==> config.mk <==
export PLATFORM = sky130hd
export DESIGN_NAME = adts_frame_deframer_top
export DESIGN_NICKNAME = d
export VERILOG_FILES = /design/src/rtl/adts_fd_pkg.sv /design/src/rtl/adts_fd_front.sv /design/src/rtl/adts_fd_queue.sv /design/src/rtl/adts_fd_back.sv /design/src/rtl/adts_frame_deframer_top.sv
export SDC_FILE = /design/constraint.sdc
export NUM_CORES = 1
export LEC_CHECK = 0
export ABC_AREA = 1
export BUFFER_PORTS_ARGS = -buffer_cell sky130_fd_sc_hd__buf_4
export CAP_MARGIN = 10
export CORE_ASPECT_RATIO = 1.75
export CORE_UTILIZATION = 60
export CTS_CLUSTER_DIAMETER = 80
export DETAILED_ROUTE_END_ITERATION = 6
export HOLD_SLACK_MARGIN = 0.08
export MAX_ROUTING_LAYER = met4
export PLACE_DENSITY = 0.92
export REMOVE_ABC_BUFFERS = 1
export SLEW_MARGIN = 10
export SYNTH_ARGS = -nofsm -noshare
export SYNTH_HDL_FRONTEND = slang
export SYNTH_HIERARCHICAL = 1
export SYNTH_SLANG_ARGS = --single-unit
==> constraint.sdc <==
create_clock -name i_clk -period 5.97 [get_ports i_clk]
set_clock_uncertainty 0.2 [all_clocks]
set_input_delay 0.2985 -clock i_clk [delete_from_list [all_inputs] [get_ports i_clk]]
set_output_delay 0.2985 -clock i_clk [all_outputs]
set_load 0.01 [all_outputs]
==> src/rtl/adts_fd_pkg.sv <==
// adts_fd_pkg: shared types, result codes and the sampling rate table
// for the adts frame deframer; no dependencies
package adts_fd_pkg;

    // result kinds
    localparam logic [1:0] KIND_PAYLOAD   = 2'd0;
    localparam logic [1:0] KIND_FRAME_END = 2'd1;
    localparam logic [1:0] KIND_BAD_SYNC  = 2'd2;

    // header layout constants
    localparam logic [11:0] SYNC_WORD     = 12'hFFF;
    localparam logic [7:0]  SYNC_BYTE     = 8'hFF;
    localparam logic [3:0]  SYNC_NIBBLE   = 4'hF;
    localparam logic [12:0] HDR_LEN       = 13'd7;
    localparam logic [12:0] HDR_CRC_LEN   = 13'd9;
    localparam logic [2:0]  HDR_LAST_IDX  = 3'd6;
    localparam logic [12:0] MAX_PAYLOAD_RST = 13'd8191;

    // one classified word passed from the front to the back
    typedef struct packed {
        logic [1:0]  kind;
        logic [7:0]  data;
        logic        last;
        logic [12:0] dropped;
        logic [12:0] frame_len;
        logic [1:0]  profile;
        logic [3:0]  rate_index;
        logic [2:0]  channel_config;
        logic        no_crc;
    } t_op;

    // sampling frequency index to hz, reserved indices give zero
    function automatic logic [16:0] rate_hz_lookup(input logic [3:0] idx);
        logic [16:0] hz;
        unique case (idx)
            4'd0:    hz = 17'd96000;
            4'd1:    hz = 17'd88200;
            4'd2:    hz = 17'd64000;
            4'd3:    hz = 17'd48000;
            4'd4:    hz = 17'd44100;
            4'd5:    hz = 17'd32000;
            4'd6:    hz = 17'd24000;
            4'd7:    hz = 17'd22050;
            4'd8:    hz = 17'd16000;
            4'd9:    hz = 17'd12000;
            4'd10:   hz = 17'd11025;
            4'd11:   hz = 17'd8000;
            4'd12:   hz = 17'd7350;
            default: hz = 17'd0;
        endcase
        return hz;
    endfunction

endpackage

==> src/rtl/adts_fd_front.sv <==
// adts_fd_front: sync hunt, header capture and payload accounting,
// emits one classified word per result; depends on adts_fd_pkg
module adts_fd_front (
    input  logic                i_clk,
    input  logic                i_rst_n,
    input  logic                i_accept,
    input  logic [7:0]          i_byte,
    input  logic [12:0]         i_max_payload,
    output logic                o_push,
    output adts_fd_pkg::t_op    o_op
);
    import adts_fd_pkg::*;

    typedef enum logic [2:0] {
        PH_HUNT_FF,
        PH_HUNT_F,
        PH_HEADER,
        PH_CRC,
        PH_DATA
    } t_phase;

    t_phase      r_phase, n_phase;
    logic [2:0]  r_cnt, n_cnt;
    logic [12:0] r_left, n_left;
    logic [12:0] r_fwd, n_fwd;
    logic [12:0] r_drop, n_drop;
    logic [7:0]  r_hdr [0:5];

    logic        w_hdr_we;
    logic [2:0]  w_hdr_idx;
    logic [12:0] w_fl;
    logic [12:0] w_sub;
    logic [12:0] w_pl;
    logic [12:0] w_left_dec;
    logic [12:0] w_drop_inc;
    logic        w_no_crc;
    logic        w_sync_ok;

    // header fields from the stored header bytes
    assign w_fl      = {r_hdr[3][1:0], r_hdr[4], r_hdr[5][7:5]};
    assign w_no_crc  = r_hdr[1][0];
    assign w_sync_ok = ({r_hdr[0], r_hdr[1][7:4]} == SYNC_WORD);
    assign w_sub     = w_no_crc ? HDR_LEN : HDR_CRC_LEN;
    assign w_pl      = (w_fl > w_sub) ? (w_fl - w_sub) : '0;
    assign w_left_dec = (r_left != '0) ? (r_left - 13'd1) : '0;
    assign w_drop_inc = r_drop + 13'd1;

    // phase sequencing and result classification
    always_comb begin
        n_phase   = r_phase;
        n_cnt     = r_cnt;
        n_left    = r_left;
        n_fwd     = r_fwd;
        n_drop    = r_drop;
        w_hdr_we  = 1'b0;
        w_hdr_idx = r_cnt;
        o_push    = 1'b0;
        o_op.kind           = KIND_PAYLOAD;
        o_op.data           = '0;
        o_op.last           = 1'b0;
        o_op.dropped        = '0;
        o_op.frame_len      = w_fl;
        o_op.profile        = r_hdr[2][7:6];
        o_op.rate_index     = r_hdr[2][5:2];
        o_op.channel_config = {r_hdr[2][0], r_hdr[3][7:6]};
        o_op.no_crc         = w_no_crc;
        if (i_accept) begin
            unique case (r_phase)
                PH_HUNT_FF: begin
                    if (i_byte == SYNC_BYTE) begin
                        w_hdr_we  = 1'b1;
                        w_hdr_idx = 3'd0;
                        n_phase   = PH_HUNT_F;
                    end
                end
                PH_HUNT_F: begin
                    if (i_byte[7:4] == SYNC_NIBBLE) begin
                        w_hdr_we  = 1'b1;
                        w_hdr_idx = 3'd1;
                        n_cnt     = 3'd2;
                        n_phase   = PH_HEADER;
                    end else begin
                        n_phase = PH_HUNT_FF;
                    end
                end
                PH_HEADER: begin
                    if (r_cnt != HDR_LAST_IDX) begin
                        w_hdr_we = 1'b1;
                        n_cnt    = r_cnt + 3'd1;
                    end else if (!w_sync_ok) begin
                        o_push    = 1'b1;
                        o_op.kind = KIND_BAD_SYNC;
                        n_phase   = PH_HUNT_FF;
                        n_cnt     = '0;
                    end else begin
                        n_left = w_pl;
                        n_fwd  = '0;
                        n_drop = '0;
                        n_cnt  = '0;
                        if (!w_no_crc) begin
                            n_phase = PH_CRC;
                        end else if (w_pl == '0) begin
                            o_push    = 1'b1;
                            o_op.kind = KIND_FRAME_END;
                            o_op.last = 1'b1;
                            n_phase   = PH_HEADER;
                        end else begin
                            n_phase = PH_DATA;
                        end
                    end
                end
                PH_CRC: begin
                    if (r_cnt == '0) begin
                        n_cnt = 3'd1;
                    end else if (r_left == '0) begin
                        o_push    = 1'b1;
                        o_op.kind = KIND_FRAME_END;
                        o_op.last = 1'b1;
                        n_phase   = PH_HEADER;
                        n_cnt     = '0;
                    end else begin
                        n_phase = PH_DATA;
                    end
                end
                PH_DATA: begin
                    n_left = w_left_dec;
                    if (r_fwd < i_max_payload) begin
                        n_fwd     = r_fwd + 13'd1;
                        o_push    = 1'b1;
                        o_op.kind = KIND_PAYLOAD;
                        o_op.data = i_byte;
                        if (w_left_dec == '0) begin
                            o_op.last    = 1'b1;
                            o_op.dropped = r_drop;
                            n_phase      = PH_HEADER;
                            n_cnt        = '0;
                        end
                    end else begin
                        n_drop = w_drop_inc;
                        if (w_left_dec == '0) begin
                            o_push       = 1'b1;
                            o_op.kind    = KIND_FRAME_END;
                            o_op.last    = 1'b1;
                            o_op.dropped = w_drop_inc;
                            n_phase      = PH_HEADER;
                            n_cnt        = '0;
                        end
                    end
                end
                default: begin
                    n_phase = PH_HUNT_FF;
                end
            endcase
        end
    end

    // phase, counters and header byte capture
    always_ff @(posedge i_clk) begin
        if (!i_rst_n) begin
            r_phase <= PH_HUNT_FF;
            r_cnt   <= '0;
            r_left  <= '0;
            r_fwd   <= '0;
            r_drop  <= '0;
        end else begin
            r_phase <= n_phase;
            r_cnt   <= n_cnt;
            r_left  <= n_left;
            r_fwd   <= n_fwd;
            r_drop  <= n_drop;
        end
        if (w_hdr_we) begin
            r_hdr[w_hdr_idx] <= i_byte;
        end
    end

endmodule

==> src/rtl/adts_fd_queue.sv <==
// adts_fd_queue: small register queue of classified words between the
// front and the back; depends on adts_fd_pkg
module adts_fd_queue #(
    parameter int DEPTH = 2
) (
    input  logic                i_clk,
    input  logic                i_rst_n,
    input  logic                i_push,
    input  adts_fd_pkg::t_op    i_op,
    input  logic                i_pop,
    output adts_fd_pkg::t_op    o_op,
    output logic                o_full,
    output logic                o_empty
);
    import adts_fd_pkg::*;

    localparam int PW = (DEPTH > 1) ? $clog2(DEPTH) : 1;
    localparam int CW = $clog2(DEPTH + 1);

    t_op           r_mem [0:DEPTH-1];
    logic [PW-1:0] r_wr_ptr, n_wr_ptr;
    logic [PW-1:0] r_rd_ptr, n_rd_ptr;
    logic [CW-1:0] r_count, n_count;
    logic          w_do_push;
    logic          w_do_pop;

    assign o_full    = (r_count == CW'(DEPTH));
    assign o_empty   = (r_count == '0);
    assign o_op      = r_mem[r_rd_ptr];
    assign w_do_push = i_push && !o_full;
    assign w_do_pop  = i_pop && !o_empty;

    // pointer and occupancy update
    always_comb begin
        n_wr_ptr = r_wr_ptr;
        n_rd_ptr = r_rd_ptr;
        n_count  = r_count;
        if (w_do_push) begin
            n_wr_ptr = (r_wr_ptr == PW'(DEPTH - 1)) ? '0 : r_wr_ptr + 1'b1;
        end
        if (w_do_pop) begin
            n_rd_ptr = (r_rd_ptr == PW'(DEPTH - 1)) ? '0 : r_rd_ptr + 1'b1;
        end
        if (w_do_push && !w_do_pop) begin
            n_count = r_count + 1'b1;
        end else if (!w_do_push && w_do_pop) begin
            n_count = r_count - 1'b1;
        end
    end

    always_ff @(posedge i_clk) begin
        if (!i_rst_n) begin
            r_wr_ptr <= '0;
            r_rd_ptr <= '0;
            r_count  <= '0;
        end else begin
            r_wr_ptr <= n_wr_ptr;
            r_rd_ptr <= n_rd_ptr;
            r_count  <= n_count;
        end
        if (w_do_push) begin
            r_mem[r_wr_ptr] <= i_op;
        end
    end

endmodule

==> src/rtl/adts_fd_back.sv <==
// adts_fd_back: pops classified words, formats result fields and holds
// them in the output register; depends on adts_fd_pkg
module adts_fd_back (
    input  logic                i_clk,
    input  logic                i_rst_n,
    input  adts_fd_pkg::t_op    i_op,
    input  logic                i_q_empty,
    output logic                o_pop,
    output logic                o_valid,
    input  logic                i_ready,
    output logic [1:0]          o_kind,
    output logic [7:0]          o_payload_byte,
    output logic                o_frame_last,
    output logic [12:0]         o_frame_len,
    output logic [1:0]          o_profile,
    output logic [3:0]          o_rate_index,
    output logic [16:0]         o_rate_hz,
    output logic [2:0]          o_channel_config,
    output logic                o_no_crc,
    output logic [12:0]         o_dropped_bytes
);
    import adts_fd_pkg::*;

    logic        r_valid;
    logic [1:0]  r_kind;
    logic [7:0]  r_data;
    logic        r_last;
    logic [12:0] r_frame_len;
    logic [1:0]  r_profile;
    logic [3:0]  r_rate_index;
    logic [16:0] r_rate_hz;
    logic [2:0]  r_channel_config;
    logic        r_no_crc;
    logic [12:0] r_dropped;
    logic        w_bad;

    // load a new word whenever the output register is free or being taken
    assign o_pop = !i_q_empty && (!r_valid || i_ready);
    assign w_bad = (i_op.kind == KIND_BAD_SYNC);

    always_ff @(posedge i_clk) begin
        if (!i_rst_n) begin
            r_valid <= 1'b0;
        end else if (o_pop) begin
            r_valid <= 1'b1;
        end else if (i_ready) begin
            r_valid <= 1'b0;
        end
        // bad syncword results carry only their kind
        if (o_pop) begin
            r_kind           <= i_op.kind;
            r_data           <= w_bad ? '0 : i_op.data;
            r_last           <= w_bad ? 1'b0 : i_op.last;
            r_frame_len      <= w_bad ? '0 : i_op.frame_len;
            r_profile        <= w_bad ? '0 : i_op.profile;
            r_rate_index     <= w_bad ? '0 : i_op.rate_index;
            r_rate_hz        <= w_bad ? '0 : rate_hz_lookup(i_op.rate_index);
            r_channel_config <= w_bad ? '0 : i_op.channel_config;
            r_no_crc         <= w_bad ? 1'b0 : i_op.no_crc;
            r_dropped        <= w_bad ? '0 : i_op.dropped;
        end
    end

    assign o_valid          = r_valid;
    assign o_kind           = r_kind;
    assign o_payload_byte   = r_data;
    assign o_frame_last     = r_last;
    assign o_frame_len      = r_frame_len;
    assign o_profile        = r_profile;
    assign o_rate_index     = r_rate_index;
    assign o_rate_hz        = r_rate_hz;
    assign o_channel_config = r_channel_config;
    assign o_no_crc         = r_no_crc;
    assign o_dropped_bytes  = r_dropped;

endmodule

==> src/rtl/adts_frame_deframer_top.sv <==
// adts_frame_deframer_top: top level of the adts deframer, holds the
// max_payload register and joins front, queue and back; depends on adts_fd_pkg
//
//   channel  | handshake                 | word
//   ---------+---------------------------+------------------------------------
//   input    | i_valid / o_ready         | i_stream_byte
//   config   | i_cfg_valid / o_cfg_ready | i_cfg_data (max_payload)
//   output   | o_valid / i_ready         | o_kind ... o_dropped_bytes
//
// one stream byte is taken per cycle while o_ready is high; the front
// classifies it and writes the queue at the edge that takes it, and the output
// register loads from the queue whenever it is free or being taken. the front
// phase machine is the only per-byte loop. reset is synchronous and active
// low: hunt restarts, counters clear, max_payload returns to 8191.
// the queue absorbs output stalls; o_ready falls only when it is full.
module adts_frame_deframer_top #(
    parameter int QUEUE_DEPTH = 2
) (
    input  logic        i_clk,
    input  logic        i_rst_n,
    input  logic        i_valid,
    output logic        o_ready,
    input  logic [7:0]  i_stream_byte,
    input  logic        i_cfg_valid,
    output logic        o_cfg_ready,
    input  logic [12:0] i_cfg_data,
    output logic        o_valid,
    input  logic        i_ready,
    output logic [1:0]  o_kind,
    output logic [7:0]  o_payload_byte,
    output logic        o_frame_last,
    output logic [12:0] o_frame_len,
    output logic [1:0]  o_profile,
    output logic [3:0]  o_rate_index,
    output logic [16:0] o_rate_hz,
    output logic [2:0]  o_channel_config,
    output logic        o_no_crc,
    output logic [12:0] o_dropped_bytes
);
    import adts_fd_pkg::*;

    logic [12:0] r_max_payload;
    logic        w_accept;
    logic        w_push;
    logic        w_pop;
    logic        w_q_full;
    logic        w_q_empty;
    t_op         w_front_op;
    t_op         w_q_op;

    // max_payload register
    assign o_cfg_ready = 1'b1;
    always_ff @(posedge i_clk) begin
        if (!i_rst_n) begin
            r_max_payload <= MAX_PAYLOAD_RST;
        end else if (i_cfg_valid) begin
            r_max_payload <= i_cfg_data;
        end
    end

    // input acceptance follows queue space
    assign o_ready  = !w_q_full;
    assign w_accept = i_valid && o_ready;

    adts_fd_front u_front (
        .i_clk         (i_clk),
        .i_rst_n       (i_rst_n),
        .i_accept      (w_accept),
        .i_byte        (i_stream_byte),
        .i_max_payload (r_max_payload),
        .o_push        (w_push),
        .o_op          (w_front_op)
    );

    adts_fd_queue #(
        .DEPTH (QUEUE_DEPTH)
    ) u_queue (
        .i_clk   (i_clk),
        .i_rst_n (i_rst_n),
        .i_push  (w_push),
        .i_op    (w_front_op),
        .i_pop   (w_pop),
        .o_op    (w_q_op),
        .o_full  (w_q_full),
        .o_empty (w_q_empty)
    );

    adts_fd_back u_back (
        .i_clk            (i_clk),
        .i_rst_n          (i_rst_n),
        .i_op             (w_q_op),
        .i_q_empty        (w_q_empty),
        .o_pop            (w_pop),
        .o_valid          (o_valid),
        .i_ready          (i_ready),
        .o_kind           (o_kind),
        .o_payload_byte   (o_payload_byte),
        .o_frame_last     (o_frame_last),
        .o_frame_len      (o_frame_len),
        .o_profile        (o_profile),
        .o_rate_index     (o_rate_index),
        .o_rate_hz        (o_rate_hz),
        .o_channel_config (o_channel_config),
        .o_no_crc         (o_no_crc),
        .o_dropped_bytes  (o_dropped_bytes)
    );

`ifndef SYNTH
    // a bad syncword result carries nothing but its kind
    a_bad_sync_clean: assert property (@(posedge i_clk) disable iff (!i_rst_n)
        (o_valid && o_kind == KIND_BAD_SYNC) |->
        (!o_frame_last && o_payload_byte == '0 && o_frame_len == '0 &&
         o_rate_hz == '0 && o_dropped_bytes == '0))
        else $error("bad syncword result with nonzero fields");

    // drop count only reported on the final result of a frame
    a_drop_on_last: assert property (@(posedge i_clk) disable iff (!i_rst_n)
        (o_valid && !o_frame_last) |-> (o_dropped_bytes == '0))
        else $error("dropped bytes reported before frame end");

    // a frame end without data always closes the frame
    a_frame_end_last: assert property (@(posedge i_clk) disable iff (!i_rst_n)
        (o_valid && o_kind == KIND_FRAME_END) |-> o_frame_last)
        else $error("frame end result without frame_last");

    // a full queue only happens behind a stalled output register
    a_full_behind_stall: assert property (@(posedge i_clk) disable iff (!i_rst_n)
        !o_ready |-> o_valid)
        else $error("input stalled while output register empty");
`endif

endmodule
==> reports/metrics.csv, run 1 <==
stage;metric;value;unit
run_status;status;finished, violations left;
run_status;violations;DRC;
setup_path;worstSetupStartpointType;flop;
clock_tree;ctsHtreeMaxLevel;1;
power;ir_worst_vdd;0.233;mV
finish;layout_common_cells;221 x nand2_1, 193 x edfxtp_1, 167 x inv_1;
power;combinationalPowerShare;2.5;%
drt;routed_via_density;5.76;
synthesis;ys_top_cells_by_area;edfxtp_1 47%, dfxtp_1 10%, nand2_1 6.8%;
finish;fin_nets;1404;
placement;hpwl;19.0;mm
global_route;grt_pass1_vias;9255;
sta;fin_crit_sh;81.2;%
synthesis;synth_fa_ha_area_share;2.93;%
setup_path;crit_top_cell;nand2_1;
synthesis;ys_ff_latch;257;
power;p_per_area;244;mW/mm^2
setup_path;cp_cell_sequence;inv_1, ha_1, inv_1, nand2_1, nand3_2, nand3_1, nand2_1, inv_2, nand3_1, nand2_1, nor2_1, nand3_1, nand2_1, nand2_1, a31oi_1, o21ai_2, nor2_4, buf_4;
flow_run;max_cap_violations;0;
die;die_w;110;um
synthesis;synthDistinctLibCells;55;
synthesis;synth_xor_xnor_area_share;0.932;%
synthesis;synth-edff-count;193;
clock_tree;cts-root-buf;clkbuf_16;
setup_path;critPathLaunch;u_front/r_hdr[1][0];
worst_hold_path;min-delay-start;i_valid;
placement;placed_cells;1521;
global_route;grt_pass1_wl;45.3;mm
clock_tree;clk_latency;0.54;ns
synthesis;ys_async_sr_fraction;0;%
drt;postRouteAntennaNets;0;
power;p_leak;5.68;nW
synthesis;yosysWarnings;6;
finish;area_growth;17.1;%
drt;drcViolationCount;1;
sta;rsz0062_at_grt;false;
sta;finalSetupViolCount;0;
sta;fin_tns_setup;0;ns
global_route;grt_start_max_net_pins;66;
global_route;antenna_found_initial;0;
finish;fill_cells;1291;
setup_path;critPathSlowestCell;nor2_4;
sta;max_freq;0.206;GHz
finish;final_cells;1611;
setup_path;worstPathArrival;4.89;ns
setup_path;cp.required;6.01;ns
sta;fin_crit;4.85;ns
synthesis;syn_inst;1208;
die;ios;93;
clock_tree;cts_tree;yes;
clock_tree;postCtsSetupBuffers;0;
placement;dp_slack;1.28;ns
clock_tree;clock_sinks;257;
die;start_util;61.6;%
synthesis;syn_area_per_cell;10.1;um^2
clock_tree;clk_pin_slew;0.08;ns
synthesis;synth_top_cell_by_area;edfxtp_1;
setup_path;max_stage_delay;0.82;ns
placement;port_buffers;91;
synthesis;yosys-mux-area-fraction;5.25;%
sta;slew_violations;0;
placement;gp_congestion;0.975;
drt;dr_total_vias;9273;
sta;max_slew_margin;23.5;%
sta;fin_hold_ws;0.215;ns
drt;drtIter0Drc;790;
global_route;overflow;0;
power;pwr-share-clk;42.8;%
die;coreArea;0.0198;mm^2
sta;tightest_slew;1.14;ns
power;p_sw;719;uW
setup_path;r2r_start;u_front/r_hdr[1][0];
clock_tree;cts_made_buffers;22;
drt;wl_per_cell;18.3;um
finish;drive_above_1_share;17.9;%
synthesis;synth-simple-area-share;18.3;%
sta;worst_slack;1.12;ns
synthesis;ys.flop_type;edfxtp_1;
power;intPower;2.77;mW
synthesis;seq_area_frac_synth;57.9;%
finish;antennaDiodeCount;0;
synthesis;synth_top_area_share;47.4;%
power;switching_share;20.6;%
finish;final_common_cell;nand2_1;
setup_path;crit_type;flop to flop;
clock_tree;clk_path_buf_depth;3;
die;num_rows;68;
setup_path;endpoint_kind;flop;
drt;routed_wl;29.4;mm
global_route;grt_use_total;29.4;%
clock_tree;cts-resized-gates;0;
synthesis;synth_top_family_by_area;simple AND/OR/NAND/NOR gates;
synthesis;syn_area;0.0122;mm^2
die;die-area;0.0210;mm^2
power;seqPwrFrac;54.7;%
power;total_power;3.49;mW
synthesis;synth-compound-area-share;7.02;%
drt;dr.pass1.iters;7;
worst_hold_path;hp-class;input pin to flop;
setup_path;crit_fanout;35;
die;die_y;191;um
sta;hold_viol;0;
## cell usage after synthesis (all sizes together), types with 2 or more instances
library cell	number
and3	4
o21ai	47
buf	23
dfxtp	64
nand2	226
nor3b	2
mux2	47
nor4	6
inv	183
nand4	11
ha	27
o221ai	2
a21boi	2
a21oi	61
clkinv	2
a31oi	6
a221oi	7
nand3	73
or2	4
edfxtp	193
nor2	165
clkbuf	6
nor3	15
a211oi	6
xnor2	3
xor2	10
a31o	2
o211ai	3
## per-stage QoR
step | utilization [%] | instance area [um^2]
floorplan | - | 12000
global placement | 65.8 | 13000
detailed placement | 65.8 | 13000
CTS | 72.1 | 14300
global route | 72.1 | 14300
finish | 72.1 | 14300
## worst paths after layout
| check | endpoint | cells after the start | slack, ns |
|---|---|---|---|
| min reg2reg | u_queue/r_mem[0][4] | 0 | 0.26 |
| max | u_queue/r_mem[0][9] | 18 | 1.12 |
| max reg2reg | u_queue/r_mem[0][9] | 18 | 1.12 |
| min | u_queue/r_mem[0][46] | 5 | 0.21 |
## layout make-up
type	count	area, um^2	area share (%)
sequential	257	7080	49.5
clock buffer	22	551	3.85
multi-input combinational	737	4230	29.6
inverter	185	694	4.86
timing repair buffer	147	1230	8.59
tap	245	307	2.14
clock inverter	18	209	1.46
## sequential cells by signal (all words and copies together) (netlist names), 2 cells and up, named ones only
| register | flops |
|---|---|
| u_back/o_frame_len | 13 |
| u_back/o_kind | 2 |
| u_front/r_left | 13 |
| u_back/o_rate_index | 4 |
| u_front/r_drop | 13 |
| u_back/o_profile | 2 |
| u_back/o_payload_byte | 8 |
| u_front/r_cnt | 3 |
| u_back/o_channel_config | 3 |
| u_queue/r_mem | 94 |
| u_front/r_hdr | 35 |
| u_back/o_rate_hz | 17 |
| u_front/r_fwd | 13 |
| u_back/o_dropped_bytes | 13 |
| u_queue/r_count | 2 |
| u_front/r_phase | 3 |
| r_max_payload | 13 |
## metal layers
layer	up-vias	GRT usage (%)	wire length, um
met5	-	-	0
met4	0	18.4	1900
met3	150	2.97	1660
met2	473	54.2	16100
met1	4343	28.3	9700
li1	4307	-	-
## worst max-delay path: cells and delay by family, from the launching register on
| kind | cells | cell delay, ns |
|---|---|---|
| fa+ha+maj | 1 | 0.38 |
| flops | 1 | 0.51 |
| compound gates | 2 | 0.55 |
| simple gates | 11 | 2.13 |
| buf+inv | 4 | 0.74 |
## power groups by stage
stage	clock network [mW]	registers, mW	logic (mW)
6_report	1.49	1.91	0.0864
3_5_place_dp	0	1.95	0.0528
2_1_floorplan	0	1.95	0.0221
3_3_place_gp	0	1.95	0.0503
5_1_grt	1.57	1.91	0.0920
4_1_cts	1.50	1.91	0.0802
## cell families (layout without fill, tap and decap cells)
kind of cell / count (synthesis) / after routing
xor+xnor: 13 / 13
mux: 47 / 47
fa+ha+maj: 28 / 28
other cells: 1 / 1
compound gates: 140 / 140
buf+inv: 214 / 372
flops: 257 / 257
simple gates: 508 / 508
## timing repair
item	CTS	global route
hold buffers	50	0
endpoints found under the hold margin	85	0
endpoints found under the setup margin	0	0
Power figures use the tool's default switching activity.
==> run 2: changes to the inputs <==
CORE_UTILIZATION = 55   (was 60)
PLACE_DENSITY = 0.89   (was 0.92)
clock period = 4.4 ns   (was 5.97 ns; I/O delays follow)
==> reports/metrics.csv, run 2 (synthesis results as in run 1) <==
stage;metric;value;unit;change
run_status;status;completed;;was finished, violations left
placement;gp_congestion;0.940;;was 0.975
sta;fin_tns_setup;0;ns;unchanged
die;ios;93;;unchanged
sta;tightest_slew;0.791;ns;was 1.14 ns
drt;routed_via_density;5.49;;was 5.76
setup_path;endpoint_kind;flop;;unchanged
finish;area_growth;17.6;%;was 17.1%
setup_path;cp.required;4.66;ns;was 6.01 ns
placement;hpwl;18.7;mm;was 19.0 mm
global_route;antenna_found_initial;1;;was 0
sta;fin_hold_ws;0.121;ns;was 0.215 ns
drt;dr.pass1.iters;6;;was 7
clock_tree;clock_sinks;257;;unchanged
sta;worst_slack;0.212;ns;was 1.12 ns
die;num_rows;71;;was 68
drt;routed_wl;28.0;mm;was 29.4 mm
sta;hold_viol;0;;unchanged
power;ir_worst_vdd;0.291;mV;was 0.233 mV
sta;max_freq;0.239;GHz;was 0.206 GHz
flow_run;max_cap_violations;0;;unchanged
finish;final_common_cell;nand2_1;;unchanged
finish;regMostFlops;u_queue/r_mem;;unchanged
sta;fin_crit_sh;95.2;%;was 81.2%
clock_tree;clk_path_buf_depth;3;;unchanged
finish;final_cells;1661;;was 1611
worst_hold_path;min_path_cells;5;;unchanged
power;total_power;4.67;mW;was 3.49 mW
sta;fin_crit;4.19;ns;was 4.85 ns
global_route;grt_pass1_vias;8992;;was 9255
power;p_leak;5.69;nW;was 5.68 nW
die;die_w;115;um;was 110 um
finish;utilization;66.3;%;was 72.1%
clock_tree;clk_latency;0.53;ns;was 0.54 ns
die;start_util;56.4;%;was 61.6%
drt;drtIter0Drc;706;;was 790
finish;drive_above_1_share;17.8;%;was 17.9%
clock_tree;cts_made_buffers;22;;unchanged
finish;fin_area;0.0144;mm^2;was 0.0143 mm^2
finish;fill_cells;1613;;was 1291
global_route;grt_use_total;25.9;%;was 29.4%
clock_tree;ctsHtreeMaxLevel;1;;unchanged
placement;placed_cells;1570;;was 1521
global_route;grt_start_max_net_pins;65;;was 66
placement;port_buffers;91;;unchanged
sta;rsz0062_at_grt;false;;unchanged
placement;dp_slack;0.435;ns;was 1.28 ns
drt;dr_total_vias;9124;;was 9273
setup_path;crit_type;flop to flop;;unchanged
clock_tree;cts-root-buf;clkbuf_16;;unchanged
finish;layout_common_cells;221 x nand2_1, 193 x edfxtp_1, 167 x inv_1;;unchanged
clock_tree;cts_tree;yes;;unchanged
clock_tree;cts-resized-gates;0;;unchanged
clock_tree;postCtsSetupBuffers;0;;unchanged
global_route;grt_pass1_wl;44.1;mm;was 45.3 mm
power;p_per_area;325;mW/mm^2;was 244 mW/mm^2
setup_path;rr_worst_depth;23;;was 18
die;die_y;199;um;was 191 um
placement;placed_cell_area;0.0131;mm^2;was 0.0130 mm^2
sta;finalSetupViolCount;0;;unchanged
finish;largest_register_ffs;94;;unchanged
setup_path;crit_fanout;10;;was 35
drt;postRouteAntennaNets;0;;unchanged
setup_path;worstSetupStartpointType;flop;;unchanged
clock_tree;clk_pin_slew;0.07;ns;was 0.08 ns
worst_hold_path;hp-class;input pin to flop;;unchanged
die;die-area;0.0228;mm^2;was 0.0210 mm^2
drt;drcViolationCount;0;;was 1
sta;slew_violations;0;;unchanged
sta;max_slew_margin;47.3;%;was 23.5%
die;coreArea;0.0217;mm^2;was 0.0198 mm^2
setup_path;worstPathArrival;4.45;ns;was 4.89 ns
finish;fin_nets;1406;;was 1404
global_route;overflow;0;;unchanged
drt;wl_per_cell;16.9;um;was 18.3 um
## run 2: cell types whose count changed in the layout (fill, tap and decap cells not counted), sizes merged
cell,delta
buf,+2
clkbuf,+3
clkinv,+2
clkinvlp,-3
diode,+1
inv,-2
## run 2: cell type report
| type | instances | area, um^2 | area share, % |
|---|---|---|---|
| Sequential cell | 257 | 7080 | 49.3 |
| Multi-Input combinational cell | 737 | 4230 | 29.5 |
| Timing Repair Buffer | 149 | 1270 | 8.83 |
| Inverter | 185 | 694 | 4.83 |
| Clock buffer | 25 | 562 | 3.91 |
| Tap cell | 292 | 365 | 2.54 |
| Clock inverter | 15 | 164 | 1.14 |
| Antenna cell | 1 | 2.50 | 0.0174 |
## run 2: final timing paths
kind	startpoint	end	slack, ns
setup reg to reg	u_front/r_hdr[1][0]	u_queue/r_count[1]	0.21
hold / removal	i_valid	u_queue/r_mem[0][46]	0.12
setup / recovery	u_front/r_hdr[1][0]	u_queue/r_count[1]	0.21
hold reg to reg	u_front/r_hdr[2][3]	u_queue/r_mem[1][5]	0.26
## run 2: per-layer routing
layer	track usage [%]	share of wire (%)	wire [um]	vias up
met2	48.2	55	15300	404
met3	3.15	5.1	1430	151
li1	-	-	-	4310
met5	-	0	0	-
met4	16.9	6.5	1830	0
met1	24.7	34	9420	4259
## run 2: critical path, stage by stage, from the launching register on
cell and delay (ns):
edfxtp_1 0.51, inv_1 0.18, ha_1 0.36, inv_1 0.08, nand2_1 0.10, nand3_2 0.19
nand3_1 0.26, nand2_1 0.20, inv_2 0.09, nand3_1 0.10, nand2_1 0.07, nor2_1 0.20
nand3_1 0.11, nand2_1 0.08, nand2_1 0.05, a31oi_1 0.38, o21ai_2 0.20, inv_1 0.12
ha_1 0.25, inv_1 0.08, nand3_1 0.09, nand2_1 0.08, inv_1 0.04, nor2_1 0.08
## run 2: report_power, final
| group | leakage [nW] | internal, mW | switching, mW |
|---|---|---|---|
| Clock | 0.348 | 1.10 | 0.860 |
| Sequential | 2.25 | 2.58 | 0.00588 |
| Combinational | 3.09 | 0.0581 | 0.0583 |
## run 2: timing repair
action	4_1_cts	5_1_grt
endpoints found under the setup margin	0	0
hold buffers	50	0
hold endpoints to repair	87	0
